File: config.mk
export PLATFORM = sky130hd
export DESIGN_NAME = volume_over_background_blend_unit_flat
export DESIGN_NICKNAME = d
export VERILOG_FILES = /design/src/hdl/vobb_pkg.sv /design/src/hdl/vobb_pixel_if.sv /design/src/hdl/vobb_result_if.sv /design/src/hdl/volume_over_background_blend_unit.sv /design/src/hdl/vobb_blend.sv /design/src/hdl/vobb_scan.sv /design/src/flat_wrapper.sv
export VERILOG_INCLUDE_DIRS = /design/src /design/src/hdl
export SDC_FILE = /design/constraint.sdc
export NUM_CORES = 2
export LEC_CHECK = 0
export ABC_AREA = 1
export ABC_CLOCK_PERIOD_IN_PS = 7800
export BUFFER_PORTS_ARGS = -buffer_cell sky130_fd_sc_hd__buf_4
export CORE_ASPECT_RATIO = 1.4
export CORE_MARGIN = 2
export CORE_UTILIZATION = 35
export CTS_CLUSTER_DIAMETER = 200
export DETAILED_ROUTE_END_ITERATION = 8
export GPL_TIMING_DRIVEN = 0
export HOLD_SLACK_MARGIN = 0.05
export SLEW_MARGIN = 20
export SYNTH_ARGS = -nofsm -noshare
export SYNTH_HDL_FRONTEND = slang
export SYNTH_SLANG_ARGS = --single-unit
File: constraint.sdc
create_clock -name clk -period 7.8 [get_ports clk]
set_input_delay 1.17 -clock clk [delete_from_list [all_inputs] [get_ports clk]]
set_output_delay 1.17 -clock clk [all_outputs]
set_load 0.005 [all_outputs]
File: src/hdl/assert_macros.svh
// ---------------------------------------------------------------------------
// Assertion macros shared by the blend unit RTL
// ---------------------------------------------------------------------------
`ifndef ASSERT_MACROS_SVH
`define ASSERT_MACROS_SVH

// Same-cycle implication, disabled during reset
`define VOBB_ASSERT_IMPLIES(label, clk, rst_n, ante, cons) \
    label: assert property (@(posedge clk) disable iff (!rst_n) (ante) |-> (cons)) \
        else $error("assertion failed");

// Next-cycle implication, disabled during reset
`define VOBB_ASSERT_NEXT(label, clk, rst_n, ante, cons) \
    label: assert property (@(posedge clk) disable iff (!rst_n) (ante) |=> (cons)) \
        else $error("assertion failed");

`endif

File: src/hdl/vobb_pkg.sv
// ---------------------------------------------------------------------------
// vobb_pkg
// Shared widths, register codes and config record of the blend unit.
// ---------------------------------------------------------------------------
package vobb_pkg;

    localparam int REG_W         = 13;
    localparam int CFG_IDX_W     = 3;
    localparam int BYTE_W        = 8;
    localparam int VOL_W         = 17;
    localparam int IDX_W         = 24;
    localparam int DEF_MAX_DIM   = 4096;
    localparam int DEF_FRAC_BITS = 16;

    // Configuration register indexes
    typedef enum logic [CFG_IDX_W-1:0] {
        REG_SCREEN_WIDTH  = 3'd0,
        REG_SCREEN_HEIGHT = 3'd1,
        REG_BOX_X_MIN     = 3'd2,
        REG_BOX_X_MAX     = 3'd3,
        REG_BOX_Y_MIN     = 3'd4,
        REG_BOX_Y_MAX     = 3'd5,
        REG_VOLUME_WIDTH  = 3'd6
    } cfg_reg_t;

    // Configuration register file contents
    typedef struct packed {
        logic [REG_W-1:0] screen_width;
        logic [REG_W-1:0] screen_height;
        logic [REG_W-1:0] box_x_min;
        logic [REG_W-1:0] box_x_max;
        logic [REG_W-1:0] box_y_min;
        logic [REG_W-1:0] box_y_max;
        logic [REG_W-1:0] volume_width;
    } cfg_t;

endpackage

File: src/hdl/vobb_pixel_if.sv
// ---------------------------------------------------------------------------
// vobb_pixel_if
// Input pixel channel: background RGB bytes and premultiplied volume RGBA.
// ---------------------------------------------------------------------------
interface vobb_pixel_if;
    import vobb_pkg::*;

    logic              valid;
    logic              ready;
    logic [BYTE_W-1:0] bg_red;
    logic [BYTE_W-1:0] bg_green;
    logic [BYTE_W-1:0] bg_blue;
    logic [VOL_W-1:0]  vol_red;
    logic [VOL_W-1:0]  vol_green;
    logic [VOL_W-1:0]  vol_blue;
    logic [VOL_W-1:0]  vol_alpha;

    modport source (
        output valid, bg_red, bg_green, bg_blue,
               vol_red, vol_green, vol_blue, vol_alpha,
        input  ready
    );

    modport sink (
        input  valid, bg_red, bg_green, bg_blue,
               vol_red, vol_green, vol_blue, vol_alpha,
        output ready
    );
endinterface

File: src/hdl/vobb_result_if.sv
// ---------------------------------------------------------------------------
// vobb_result_if
// Output channel: composited colour bytes, box flag, image index, frame end.
// ---------------------------------------------------------------------------
interface vobb_result_if;
    import vobb_pkg::*;

    logic              valid;
    logic              ready;
    logic [BYTE_W-1:0] out_red;
    logic [BYTE_W-1:0] out_green;
    logic [BYTE_W-1:0] out_blue;
    logic              inside_box;
    logic [IDX_W-1:0]  volume_index;
    logic              last_of_frame;

    modport source (
        output valid, out_red, out_green, out_blue,
               inside_box, volume_index, last_of_frame,
        input  ready
    );

    modport sink (
        input  valid, out_red, out_green, out_blue,
               inside_box, volume_index, last_of_frame,
        output ready
    );
endinterface

File: src/hdl/volume_over_background_blend_unit.sv
// Pipeline: a pixel taken into the input register moves on to the result register.
// Throughput: one pixel per cycle; with the result stalled the input register
// takes one more pixel, then the input stalls until the result is taken.
// Reset: counters restart at column 0, row 0; both stages empty; config
// registers return to width/height/pitch 1 and an empty box.
// ---------------------------------------------------------------------------
// volume_over_background_blend_unit
// Composites a premultiplied volume sample over the background per pixel.
// ---------------------------------------------------------------------------
`include "assert_macros.svh"

module volume_over_background_blend_unit #(
    parameter int MAX_DIM   = vobb_pkg::DEF_MAX_DIM,
    parameter int FRAC_BITS = vobb_pkg::DEF_FRAC_BITS
) (
    input  logic                           clk,
    input  logic                           rst_n,
    input  logic                           cfg_we,
    input  logic [vobb_pkg::CFG_IDX_W-1:0] cfg_index,
    input  logic [vobb_pkg::REG_W-1:0]     cfg_data,
    vobb_pixel_if.sink                     pixel,
    vobb_result_if.source                  result
);
    import vobb_pkg::*;

    localparam int CNT_W  = $clog2(MAX_DIM);
    localparam int CMP_W  = (CNT_W + 1 > REG_W) ? CNT_W + 1 : REG_W;
    localparam int PROD_W = CNT_W + REG_W;
    localparam int SUM_W  = ((PROD_W > IDX_W) ? PROD_W : IDX_W) + 1;

    // configuration registers
    cfg_t cfg_reg;

    always_ff @(posedge clk or negedge rst_n)
    begin
        if (!rst_n)
        begin
            cfg_reg.screen_width  <= REG_W'(1);
            cfg_reg.screen_height <= REG_W'(1);
            cfg_reg.box_x_min     <= '0;
            cfg_reg.box_x_max     <= '0;
            cfg_reg.box_y_min     <= '0;
            cfg_reg.box_y_max     <= '0;
            cfg_reg.volume_width  <= REG_W'(1);
        end
        else if (cfg_we)
        begin
            case (cfg_reg_t'(cfg_index))
                REG_SCREEN_WIDTH:  cfg_reg.screen_width  <= cfg_data;
                REG_SCREEN_HEIGHT: cfg_reg.screen_height <= cfg_data;
                REG_BOX_X_MIN:     cfg_reg.box_x_min     <= cfg_data;
                REG_BOX_X_MAX:     cfg_reg.box_x_max     <= cfg_data;
                REG_BOX_Y_MIN:     cfg_reg.box_y_min     <= cfg_data;
                REG_BOX_Y_MAX:     cfg_reg.box_y_max     <= cfg_data;
                REG_VOLUME_WIDTH:  cfg_reg.volume_width  <= cfg_data;
                default: ;
            endcase
        end
    end

    // handshake between the two stages
    logic s1_valid_reg, s1_valid_next;
    logic res_valid_reg, res_valid_next;
    logic res_ready, s1_ready, accept;

    assign res_ready   = !res_valid_reg || result.ready;
    assign s1_ready    = !s1_valid_reg || res_ready;
    assign accept      = pixel.valid && s1_ready;
    assign pixel.ready = s1_ready;

    always_comb
    begin
        s1_valid_next  = accept ? 1'b1 : (res_ready ? 1'b0 : s1_valid_reg);
        res_valid_next = res_ready ? s1_valid_reg : res_valid_reg;
    end

    always_ff @(posedge clk or negedge rst_n)
    begin
        if (!rst_n)
        begin
            s1_valid_reg  <= 1'b0;
            res_valid_reg <= 1'b0;
        end
        else
        begin
            s1_valid_reg  <= s1_valid_next;
            res_valid_reg <= res_valid_next;
        end
    end

    // raster position of the incoming pixel
    logic [CNT_W-1:0] scan_col, scan_row;
    logic             scan_last;

    vobb_scan #(
        .MAX_DIM (MAX_DIM)
    ) u_scan (
        .clk     (clk),
        .rst_n   (rst_n),
        .cfg     (cfg_reg),
        .advance (accept),
        .col     (scan_col),
        .row     (scan_row),
        .last    (scan_last)
    );

    // input stage
    logic [BYTE_W-1:0] bg_r_reg, bg_g_reg, bg_b_reg;
    logic [VOL_W-1:0]  vol_r_reg, vol_g_reg, vol_b_reg, vol_a_reg;
    logic [CNT_W-1:0]  col_reg, row_reg;
    logic              last_reg;

    always_ff @(posedge clk)
    begin
        if (accept)
        begin
            bg_r_reg  <= pixel.bg_red;
            bg_g_reg  <= pixel.bg_green;
            bg_b_reg  <= pixel.bg_blue;
            vol_r_reg <= pixel.vol_red;
            vol_g_reg <= pixel.vol_green;
            vol_b_reg <= pixel.vol_blue;
            vol_a_reg <= pixel.vol_alpha;
            col_reg   <= scan_col;
            row_reg   <= scan_row;
            last_reg  <= scan_last;
        end
    end

    // box test and composited image index
    logic              in_box;
    logic              blend_en;
    logic [CMP_W-1:0]  dx_full, dy_full;
    logic [PROD_W-1:0] row_base;
    logic [SUM_W-1:0]  idx_sum;
    logic [IDX_W-1:0]  idx;

    always_comb
    begin
        in_box = (CMP_W'(col_reg) >= CMP_W'(cfg_reg.box_x_min))
              && (CMP_W'(col_reg) <  CMP_W'(cfg_reg.box_x_max))
              && (CMP_W'(row_reg) >= CMP_W'(cfg_reg.box_y_min))
              && (CMP_W'(row_reg) <  CMP_W'(cfg_reg.box_y_max));
        dx_full  = CMP_W'(col_reg) - CMP_W'(cfg_reg.box_x_min);
        dy_full  = CMP_W'(row_reg) - CMP_W'(cfg_reg.box_y_min);
        row_base = PROD_W'(dy_full[CNT_W-1:0]) * PROD_W'(cfg_reg.volume_width);
        idx_sum  = SUM_W'(row_base) + SUM_W'(dx_full[CNT_W-1:0]);
        idx      = in_box ? idx_sum[IDX_W-1:0] : '0;
        blend_en = in_box && (vol_a_reg != '0);
    end

    // per-channel blend
    logic [BYTE_W-1:0] red_c, green_c, blue_c;

    vobb_blend #(.FRAC_BITS (FRAC_BITS)) u_blend_r (
        .enable (blend_en), .bg (bg_r_reg), .vol (vol_r_reg),
        .alpha  (vol_a_reg), .color (red_c)
    );
    vobb_blend #(.FRAC_BITS (FRAC_BITS)) u_blend_g (
        .enable (blend_en), .bg (bg_g_reg), .vol (vol_g_reg),
        .alpha  (vol_a_reg), .color (green_c)
    );
    vobb_blend #(.FRAC_BITS (FRAC_BITS)) u_blend_b (
        .enable (blend_en), .bg (bg_b_reg), .vol (vol_b_reg),
        .alpha  (vol_a_reg), .color (blue_c)
    );

    // result register
    logic [BYTE_W-1:0] out_r_reg, out_g_reg, out_b_reg;
    logic              out_inside_reg, out_last_reg;
    logic [IDX_W-1:0]  out_idx_reg;

    always_ff @(posedge clk)
    begin
        if (res_ready && s1_valid_reg)
        begin
            out_r_reg      <= red_c;
            out_g_reg      <= green_c;
            out_b_reg      <= blue_c;
            out_inside_reg <= in_box;
            out_idx_reg    <= idx;
            out_last_reg   <= last_reg;
        end
    end

    assign result.valid         = res_valid_reg;
    assign result.out_red       = out_r_reg;
    assign result.out_green     = out_g_reg;
    assign result.out_blue      = out_b_reg;
    assign result.inside_box    = out_inside_reg;
    assign result.volume_index  = out_idx_reg;
    assign result.last_of_frame = out_last_reg;

    `VOBB_ASSERT_IMPLIES(a_outside_idx, clk, rst_n, res_valid_reg && !out_inside_reg, out_idx_reg == '0)
    `VOBB_ASSERT_NEXT(a_s1_hold, clk, rst_n, s1_valid_reg && !res_ready, s1_valid_reg)

endmodule

File: src/hdl/vobb_blend.sv
// ---------------------------------------------------------------------------
// vobb_blend
// One colour channel of the over operator: bg*(1-a) + vol*255, clamped.
// ---------------------------------------------------------------------------
module vobb_blend #(
    parameter int FRAC_BITS = vobb_pkg::DEF_FRAC_BITS
) (
    input  logic                        enable,
    input  logic [vobb_pkg::BYTE_W-1:0] bg,
    input  logic [vobb_pkg::VOL_W-1:0]  vol,
    input  logic [vobb_pkg::VOL_W-1:0]  alpha,
    output logic [vobb_pkg::BYTE_W-1:0] color
);
    import vobb_pkg::*;

    // signed width of (1.0 - alpha)
    localparam int ONE_W  = ((FRAC_BITS + 1 > VOL_W) ? FRAC_BITS + 1 : VOL_W) + 1;
    localparam int PROD_W = ONE_W + BYTE_W + 1;
    localparam int VT_W   = VOL_W + BYTE_W;
    localparam int ACC_W  = ((PROD_W > VT_W + 1) ? PROD_W : VT_W + 1) + 1;
    localparam logic [ONE_W-1:0]        ONE = ONE_W'(1) << FRAC_BITS;
    localparam logic signed [ACC_W-1:0] TOP = $signed(ACC_W'(255) << FRAC_BITS);

    logic signed [ONE_W-1:0]  one_minus;
    logic signed [PROD_W-1:0] bg_term;
    logic [VT_W-1:0]          vol_term;
    logic signed [ACC_W-1:0]  acc;

    // blend sum in units of 2^-FRAC_BITS
    always_comb
    begin
        one_minus = $signed(ONE - ONE_W'(alpha));
        bg_term   = PROD_W'($signed({1'b0, bg})) * PROD_W'(one_minus);
        vol_term  = VT_W'(vol) * VT_W'(8'd255);
        acc       = ACC_W'(bg_term) + ACC_W'($signed({1'b0, vol_term}));
    end

    // clamp to 0..255, truncate, or pass the background
    always_comb
    begin
        if (!enable)
        begin
            color = bg;
        end
        else if (acc < 0)
        begin
            color = '0;
        end
        else if (acc > TOP)
        begin
            color = '1;
        end
        else
        begin
            color = acc[FRAC_BITS +: BYTE_W];
        end
    end

endmodule

File: src/hdl/vobb_scan.sv
// ---------------------------------------------------------------------------
// vobb_scan
// Raster column/row counters; gives the position of the pixel being taken.
// ---------------------------------------------------------------------------
`include "assert_macros.svh"

module vobb_scan #(
    parameter int MAX_DIM = vobb_pkg::DEF_MAX_DIM
) (
    input  logic                         clk,
    input  logic                         rst_n,
    input  vobb_pkg::cfg_t               cfg,
    input  logic                         advance,
    output logic [$clog2(MAX_DIM)-1:0]   col,
    output logic [$clog2(MAX_DIM)-1:0]   row,
    output logic                         last
);
    import vobb_pkg::*;

    localparam int CNT_W = $clog2(MAX_DIM);
    localparam int CMP_W = (CNT_W + 1 > REG_W) ? CNT_W + 1 : REG_W;

    logic [CNT_W-1:0] col_reg, col_next;
    logic [CNT_W-1:0] row_reg, row_next;
    logic [CMP_W-1:0] width_raw, height_raw;
    logic [CMP_W-1:0] width_eff, height_eff;
    logic             row_end;

    // screen size limited to 1..MAX_DIM
    always_comb
    begin
        width_raw  = CMP_W'(cfg.screen_width);
        height_raw = CMP_W'(cfg.screen_height);
        if (width_raw == '0)
            width_eff = CMP_W'(1);
        else if (width_raw > CMP_W'(MAX_DIM))
            width_eff = CMP_W'(MAX_DIM);
        else
            width_eff = width_raw;
        if (height_raw == '0)
            height_eff = CMP_W'(1);
        else if (height_raw > CMP_W'(MAX_DIM))
            height_eff = CMP_W'(MAX_DIM);
        else
            height_eff = height_raw;
    end

    // end of row / frame; counters past a shrunk bound wrap too
    always_comb
    begin
        row_end = (CMP_W'(col_reg) + CMP_W'(1)) >= width_eff;
        last    = row_end && ((CMP_W'(row_reg) + CMP_W'(1)) >= height_eff);
        if (row_end)
        begin
            col_next = '0;
            row_next = last ? '0 : row_reg + 1'b1;
        end
        else
        begin
            col_next = col_reg + 1'b1;
            row_next = row_reg;
        end
    end

    // advance once per pixel transfer
    always_ff @(posedge clk or negedge rst_n)
    begin
        if (!rst_n)
        begin
            col_reg <= '0;
            row_reg <= '0;
        end
        else if (advance)
        begin
            col_reg <= col_next;
            row_reg <= row_next;
        end
    end

    assign col = col_reg;
    assign row = row_reg;

    `VOBB_ASSERT_NEXT(a_frame_wrap, clk, rst_n, advance && last, (col_reg == '0) && (row_reg == '0))
    `VOBB_ASSERT_NEXT(a_col_step, clk, rst_n, advance && !row_end, col_reg == $past(col_reg) + 1'b1)

endmodule

File: src/flat_wrapper.sv
// flat-port wrapper written by rule: the top's interface ports become plain ports
module volume_over_background_blend_unit_flat import vobb_pkg::*;
#(
    parameter int MAX_DIM   = vobb_pkg::DEF_MAX_DIM,
    parameter int FRAC_BITS = vobb_pkg::DEF_FRAC_BITS
)
  (clk, rst_n, cfg_we, cfg_index, cfg_data, pixel_valid, pixel_bg_red, pixel_bg_green, pixel_bg_blue, pixel_vol_red, pixel_vol_green, pixel_vol_blue, pixel_vol_alpha, pixel_ready, result_valid, result_out_red, result_out_green, result_out_blue, result_inside_box, result_volume_index, result_last_of_frame, result_ready);
  vobb_pixel_if pixel_i ();
  vobb_result_if result_i ();
  input  logic clk;
  input  logic rst_n;
  input  logic cfg_we;
  input  logic [vobb_pkg::CFG_IDX_W-1:0] cfg_index;
  input  logic [vobb_pkg::REG_W-1:0] cfg_data;
  input wire logic [$bits(pixel_i.valid)-1:0] pixel_valid;
  input wire logic [$bits(pixel_i.bg_red)-1:0] pixel_bg_red;
  input wire logic [$bits(pixel_i.bg_green)-1:0] pixel_bg_green;
  input wire logic [$bits(pixel_i.bg_blue)-1:0] pixel_bg_blue;
  input wire logic [$bits(pixel_i.vol_red)-1:0] pixel_vol_red;
  input wire logic [$bits(pixel_i.vol_green)-1:0] pixel_vol_green;
  input wire logic [$bits(pixel_i.vol_blue)-1:0] pixel_vol_blue;
  input wire logic [$bits(pixel_i.vol_alpha)-1:0] pixel_vol_alpha;
  output wire logic [$bits(pixel_i.ready)-1:0] pixel_ready;
  output wire logic [$bits(result_i.valid)-1:0] result_valid;
  output wire logic [$bits(result_i.out_red)-1:0] result_out_red;
  output wire logic [$bits(result_i.out_green)-1:0] result_out_green;
  output wire logic [$bits(result_i.out_blue)-1:0] result_out_blue;
  output wire logic [$bits(result_i.inside_box)-1:0] result_inside_box;
  output wire logic [$bits(result_i.volume_index)-1:0] result_volume_index;
  output wire logic [$bits(result_i.last_of_frame)-1:0] result_last_of_frame;
  input wire logic [$bits(result_i.ready)-1:0] result_ready;
  assign pixel_i.valid = pixel_valid;
  assign pixel_i.bg_red = pixel_bg_red;
  assign pixel_i.bg_green = pixel_bg_green;
  assign pixel_i.bg_blue = pixel_bg_blue;
  assign pixel_i.vol_red = pixel_vol_red;
  assign pixel_i.vol_green = pixel_vol_green;
  assign pixel_i.vol_blue = pixel_vol_blue;
  assign pixel_i.vol_alpha = pixel_vol_alpha;
  assign pixel_ready = pixel_i.ready;
  assign result_valid = result_i.valid;
  assign result_out_red = result_i.out_red;
  assign result_out_green = result_i.out_green;
  assign result_out_blue = result_i.out_blue;
  assign result_inside_box = result_i.inside_box;
  assign result_volume_index = result_i.volume_index;
  assign result_last_of_frame = result_i.last_of_frame;
  assign result_i.ready = result_ready;
  volume_over_background_blend_unit #(.MAX_DIM(MAX_DIM), .FRAC_BITS(FRAC_BITS)) u_core (.clk(clk), .rst_n(rst_n), .cfg_we(cfg_we), .cfg_index(cfg_index), .cfg_data(cfg_data), .pixel(pixel_i), .result(result_i));
endmodule
# ---- Word level (Yosys, flattened, before mapping)
# Cells that the tools add are included.
dict set report totals {
  word_cells 106
  in_bits 113
  ff_bits 284
}
dict set report op_classes {
  muxes 17
  n_reduce_logical 24
  n_addsub 11
  magnitude_cmp 14
  n_mul 7
  n_eq_ne 6
}
# cell n
set op_table {}
lappend op_table {{27-bit by 26-bit adder with 28-bit output} 3}
lappend op_table {{28-bit by 25-bit > comparator with 1-bit output, second input constant} 3}
lappend op_table {{28-bit by 1-bit less-than comparator with 1-bit output, second input constant} 3}
lappend op_table {{9-bit by 18-bit multiplier with 27-bit output} 3}
lappend op_table {{17-bit by 8-bit multiplier with 25-bit output, second input constant} 3}
lappend op_table {{8-bit two-way mux} 9}
lappend op_table {{13-bit two-way mux} 4}
lappend op_table {{12-bit by 1-bit adder with 13-bit output, second input constant} 2}
lappend op_table {{12-bit by 13-bit >= comparator with 1-bit output} 2}
lappend op_table {{13-bit >= comparator} 2}
lappend op_table {{13-bit > comparator, second input constant} 2}
lappend op_table {{13-bit zero test} 2}
lappend op_table {{12-bit by 13-bit less-than comparator with 1-bit output} 2}
lappend op_table {{12-bit by 1-bit adder with 12-bit output, second input constant} 2}
lappend op_table {{24-bit by 12-bit adder with 24-bit output} 1}
lappend op_table {{12-bit by 13-bit multiplier with 24-bit output} 1}
lappend op_table {{12-bit two-way mux} 2}
lappend op_table {{12-bit subtractor} 2}
lappend op_table {{17-bit by 17-bit subtractor with 18-bit output, first input constant} 1}
lappend op_table {{17-bit nonzero test} 1}
lappend op_table {{2-bit AND reduction} 8}
lappend op_table {{3-bit == test, second input constant} 3}
lappend op_table {{1-bit logical AND} 7}
lappend op_table {{3-bit by 2-bit == test with 1-bit output, second input constant} 2}
lappend op_table {{6 further kinds} 9}

# ---- Depth between registers and ports, before layout
dict set report logic_depth {
  word_depth 7
  mapped_depth 44
  mapped_depth_nobuf 41
}

# ---- By module
# From an unflattened synthesis, not the netlist that was laid out.
dict set report hier_totals {
  cells_unflattened 6161
  hier_area_um2 49037.0
}
# mod n_inst area_per_inst_um2 cells_per_inst
set by_module_without_submodules {}
lappend by_module_without_submodules {volume_over_background_blend_unit 1 15806.4 1558}
lappend by_module_without_submodules {{vobb_blend (u_core.u_blend_b)} 1 10382.5 1431}
lappend by_module_without_submodules {{vobb_blend (u_core.u_blend_g)} 1 10323.7 1439}
lappend by_module_without_submodules {{vobb_blend (u_core.u_blend_r)} 1 10267.3 1407}
lappend by_module_without_submodules {vobb_scan 1 2257.2 326}

# ---- Worst setup path before layout
# OpenSTA, ideal clock, no wires.
dict set report synth_timing {
  path_kind {reg2reg}
  start {register u_core.vol_a_reg[0]}
  end {register u_core.out_r_reg[0] (netlist: u_core.result.out_red[0]) (data pin)}
  n_path_buf 4
  setup_time_ns 0.252
  required_time_ns 7.548
  arrival_ns 6.950
  slack_ns 0.598
  path_stages_with_launch 39
  synth_period_minus_slack_ns 7.202
  path_cell_list {edfxtp_1 buf_6 clkbuf_1 inv_1 ha_1 nand2_1 nor2_1 nand2_1 nor2_1 nand4_1 nor2_1 nand2_1 nor3_1 nand3_1 nor2_1 ha_1 clkbuf_1 clkbuf_1 [3 not listed] inv_1 fa_1 inv_1 fa_1 fa_1 ha_1 a21oi_1 o21ai_0 a21oi_1 nor2_1 nor3_1 nand3b_1 nand2_1 nand2_1 nor2_1 nand3_1 nand2_1 nand2_1}
}
dict set report synth_via {
  elab_chain_cells 7
  elab_cells_between_ends 10
}
# element line
set synth_lines {}
lappend synth_lines {{from (decl)} volume_over_background_blend_unit.sv:109} ;# logic [VOL_W-1:0] vol_r_reg, vol_g_reg, vol_b_reg, vol_a_reg;
lappend synth_lines {{from (signal assigned)} volume_over_background_blend_unit.sv:123} ;# vol_a_reg <= pixel.vol_alpha;
lappend synth_lines {{17-bit by 17-bit subtractor with 18-bit output} vobb_blend.sv:32} ;# one_minus = $signed(ONE - ONE_W'(alpha));
lappend synth_lines {{9-bit by 18-bit multiplier with 27-bit output} vobb_blend.sv:33} ;# bg_term = PROD_W'($signed({1'b0, bg})) * PROD_W'(one_minus);
lappend synth_lines {{27-bit by 26-bit adder with 28-bit output} vobb_blend.sv:35} ;# acc = ACC_W'(bg_term) + ACC_W'($signed({1'b0, vol_term}));
lappend synth_lines {{28-bit by 25-bit > comparator with 1-bit output} vobb_blend.sv:49} ;# else if (acc > TOP)
lappend synth_lines {{8-bit two-way mux} vobb_blend.sv:49}
lappend synth_lines {{8-bit two-way mux} vobb_blend.sv:45} ;# else if (acc < 0)
lappend synth_lines {{8-bit two-way mux *} vobb_blend.sv:41} ;# if (!enable)
lappend synth_lines {{via u_core.red_c[0]} volume_over_background_blend_unit.sv:153} ;# logic [BYTE_W-1:0] red_c, green_c, blue_c;
lappend synth_lines {{to (signal assigned)} volume_over_background_blend_unit.sv:177} ;# out_r_reg <= red_c;
lappend synth_lines {{to (decl)} volume_over_background_blend_unit.sv:169} ;# logic [BYTE_W-1:0] out_r_reg, out_g_reg, out_b_reg;
# Mark *: on every way through the listed nets, which the timed path passes. The rest lies on a longest branch.
# A chain may end at the register's enable or synchronous reset.

# ---- Final worst setup path
dict set report layout_timing {
  start {register u_core.vol_a_reg[0]}
  end {register u_core.out_b_reg[4] (netlist: u_core.result.out_blue[4]) (data pin)}
}
dict set report layout_via {
  elab_chain_cells 7
  elab_cells_between_ends 10
}
# element line
set layout_lines {}
lappend layout_lines {{17-bit by 17-bit subtractor with 18-bit output} vobb_blend.sv:32}
lappend layout_lines {{9-bit by 18-bit multiplier with 27-bit output} vobb_blend.sv:33}
lappend layout_lines {{27-bit by 26-bit adder with 28-bit output} vobb_blend.sv:35}
lappend layout_lines {{28-bit by 25-bit > comparator with 1-bit output} vobb_blend.sv:49}
lappend layout_lines {{8-bit two-way mux} vobb_blend.sv:49}
lappend layout_lines {{8-bit two-way mux} vobb_blend.sv:45}
lappend layout_lines {{8-bit two-way mux *} vobb_blend.sv:41}
lappend layout_lines {{via u_core.blue_c[4]} volume_over_background_blend_unit.sv:153}
lappend layout_lines {{to (signal assigned)} volume_over_background_blend_unit.sv:179} ;# out_b_reg <= blue_c;
lappend layout_lines {{to (decl)} volume_over_background_blend_unit.sv:169}
# Marked as above.

==> impl_metrics.py <==
metrics = {
    "clocking": {
        "cts_buffers": 35,
        "path_clk_slew_ns": 0.06,
        "clockBufferDepth": 3,
        "clk_latency_ns": 0.63,
        "clkSinkCount": 284,
        "root_buffer": "clkbuf_16",
        "htreeDepth": 2,
        "tritoncts": "done",
    },
    "hold_path": {
        "min_from": "u_core.u_scan.col[7]",
        "min_to": "u_core.col_reg[7]",
        "whs_path_depth": 0,
        "hp-class": "reg -> reg",
    },
    "synthesis": {
        "synth_fp_nets": 6941,
        "ys_seq_area_share_pct": 17.05,
        "synth_cell_types": 51,
        "async_flop_share_pct": 41.20,
        "synth_seq_cells": 284,
        "yosys_warnings": 0,
        "syn_area_sq_um": 46610,
        "synth_edf_count": 167,
        "syn_inst": 5602,
        "postSynthAreaPerCell_sq_um": 8.320,
        "yosys_most_used_dff": "edfxtp_1",
    },
    "floorplanning": {
        "rows": 158,
        "die_h_microns": 435.8,
        "core_area_sq_um": 132300,
        "die_area_sq_um": 136100,
        "die_w_microns": 312.4,
        "start_util_pct": 35.24,
        "io_pins": 165,
    },
    "place": {
        "hpwl_mm": 106.5,
        "dpl-instance-area_sq_um": 50240,
        "gp_routability_congestion": 0.9341,
        "port_buffers": 164,
        "pre_cts_ws_ns": -1.784,
    },
    "global_routing": {
        "antenna_found_initial": 4,
        "grt_max_degree": 67,
        "grt_pass1_wl_mm": 199.2,
        "grt_pass1_vias": 37697,
        "grt.total_usage_pct": 18.50,
        "grt-ovfl-total": 0,
    },
    "layout": {
        "multi_input_area_sq_um": 34080,
        "mostFrequentLayoutCell": "inv_1",
        "drive_gt1_share_pct": 8.775,
        "mostFrequentLayoutCells": "1362 x inv_1, 1050 x nand2_1, 751 x fa_1",
        "fin_area_sq_um": 52820,
        "syn2layout_area_growth_pct": 13.34,
        "num-fill-cells": 13429,
        "final_core_util_pct": 39.94,
        "fin_nets": 7181,
        "largest_register_ffs": 91,
        "regArea_sq_um": 7946,
    },
    "sta": {
        "hold_viol_final": 0,
        "setup_violations": 0,
        "worstMarginPinSlew_ns": 1.029,
        "finalMaxSlewViolations": 0,
        "period_needed_ns": 7.491,
        "skew_ns": 0.02315,
        "fin_ws_ns": 0.3088,
        "period_share_pct": 96.04,
        "slew_headroom_pct": 31.39,
        "max_freq_mhz": 133.5,
    },
    "worst_setup_path": {
        "endpoint_kind": "flip-flop",
        "crit_type": "reg -> reg",
        "path_delay_family": "adder cells",
        "rr_startpoint": "u_core.vol_a_reg[0]",
        "path_common_cell": "nand2_2",
        "cp.buffers_inverters": 8,
        "critPathArrivalTime_ns": 7.84,
        "crit_required_ns": 8.14,
        "r2r_setup_slack_ns": 0.31,
        "cpPeakStageDelay_ns": 0.55,
        "r2r-end": "u_core.result.out_blue[4]",
        "rr_worst_depth": 41,
        "startpoint_type": "flip-flop",
        "worstPathMaxFanout": 6,
        "slowest_stage": "fa_1",
    },
    "detailed_routing": {
        "post_drt_wl_per_cell_microns": 16.41,
        "drt_iter0_markers": 1705,
        "final_antenna_net_count": 0,
        "wirelength_mm": 125.2,
        "dr.pass1.iters": 7,
        "vias_per_cell": 4.760,
        "via_count": 36327,
        "drc": 0,
    },
    "run": {
        "drv_cap": 0,
    },
    "outcome": {
        "status": "finished, final reports clean",
    },
}
routing by layer:
metal / part of all wire [%] / global-route usage [%] / wire length [microns]
met1: 42 / 22.93 / 52430
met2: 50 / 32.95 / 62830
met5: 0.0080 / 0 / 10
met3: 3.7 / 1.693 / 4672
met4: 4.2 / 7.413 / 5266
cells by family after synthesis:
kind of cell / Yosys count / share of synthesized area [%]
AND/OR/NAND/NOR: 1955 / 17.18
buffers and inverters: 1486 / 12.07
adder cells (fa/ha/maj): 1226 / 45.12
AO/OA/AOI/OAI: 508 / 5.890
flip-flops: 284 / 17.05
XOR/XNOR: 143 / 2.687
synth_stat cells, types with 5 or more instances:
| master | number | share of area (%) |
|---|---|---|
| ha_1 | 468 | 13 |
| a21o_1 | 13 | 0.21 |
| a21oi_1 | 216 | 2.3 |
| o21ai_0 | 210 | 2.3 |
| nand2_1 | 1112 | 9.0 |
| nand3_1 | 172 | 1.8 |
| o211ai_1 | 10 | 0.16 |
| fa_1 | 758 | 33 |
| nor2_1 | 494 | 4.0 |
| inv_1 | 1373 | 11 |
| nor4_1 | 17 | 0.23 |
| dfrtp_1 | 114 | 6.1 |
| clkbuf_1 | 87 | 0.70 |
| edfxtp_1 | 167 | 11 |
| o21bai_1 | 23 | 0.37 |
| nor3_1 | 46 | 0.49 |
| clkinv_1 | 9 | 0.072 |
| o22ai_1 | 7 | 0.094 |
| or2_2 | 10 | 0.13 |
| xor2_1 | 95 | 1.8 |
| nand3b_1 | 15 | 0.24 |
| nand4_1 | 68 | 0.91 |
| a221oi_1 | 5 | 0.094 |
| xnor2_1 | 48 | 0.90 |
| and2_1 | 5 | 0.067 |
per-stage QoR:
step	hold slack, ns	TNS (ns)	instances
floorplan	0.4003	0	5602
global placement	0.4114	-63.47	7526
detailed placement	0.4055	-39.76	7533
CTS	0.4343	0	7598
global route	0.4538	-0.003509	7630
finish	0.4432	0	7632
worst max-delay path by stage:
stage               depth (start not counted)                 from                         to
CTS                                        29  u_core.vol_a_reg[2]  u_core.result.out_blue[6]
detailed placement                         38  u_core.vol_a_reg[0]   u_core.result.out_red[7]
finish                                     41  u_core.vol_a_reg[0]  u_core.result.out_blue[4]
global placement                           38  u_core.vol_a_reg[0]   u_core.result.out_red[2]
global route                               38  u_core.vol_a_reg[0]   u_core.result.out_red[7]
floorplan                                  38  u_core.vol_a_reg[0]   u_core.result.out_red[0]
what timing repair did:
action / 4_1_cts / 5_1_grt
buffers inserted: 3 / 31
cloned: 0 / 1
resized for setup: 50 / 256
endpoints found under the setup margin: 24 / 24
hold buffers: 0 / 0
pin swaps: 1 / 106
hold endpoints to repair: 0 / 0
area by class of cell:
type	count	area share, %
Multi-Input combinational cell	3832	64.52
Sequential cell	284	15.04
Inverter	1384	9.899
Tap cell	1760	4.169
Timing Repair Buffer	205	3.179
Clock buffer	43	1.793
Buffer	99	0.8859
Clock inverter	21	0.4903
Antenna cell	3	0.01421
Timing Repair inverter	1	0.009475
Power is left out: the tool's default activity adds up to more than one toggle a clock period on the data nets, which glitch-free logic cannot reach.
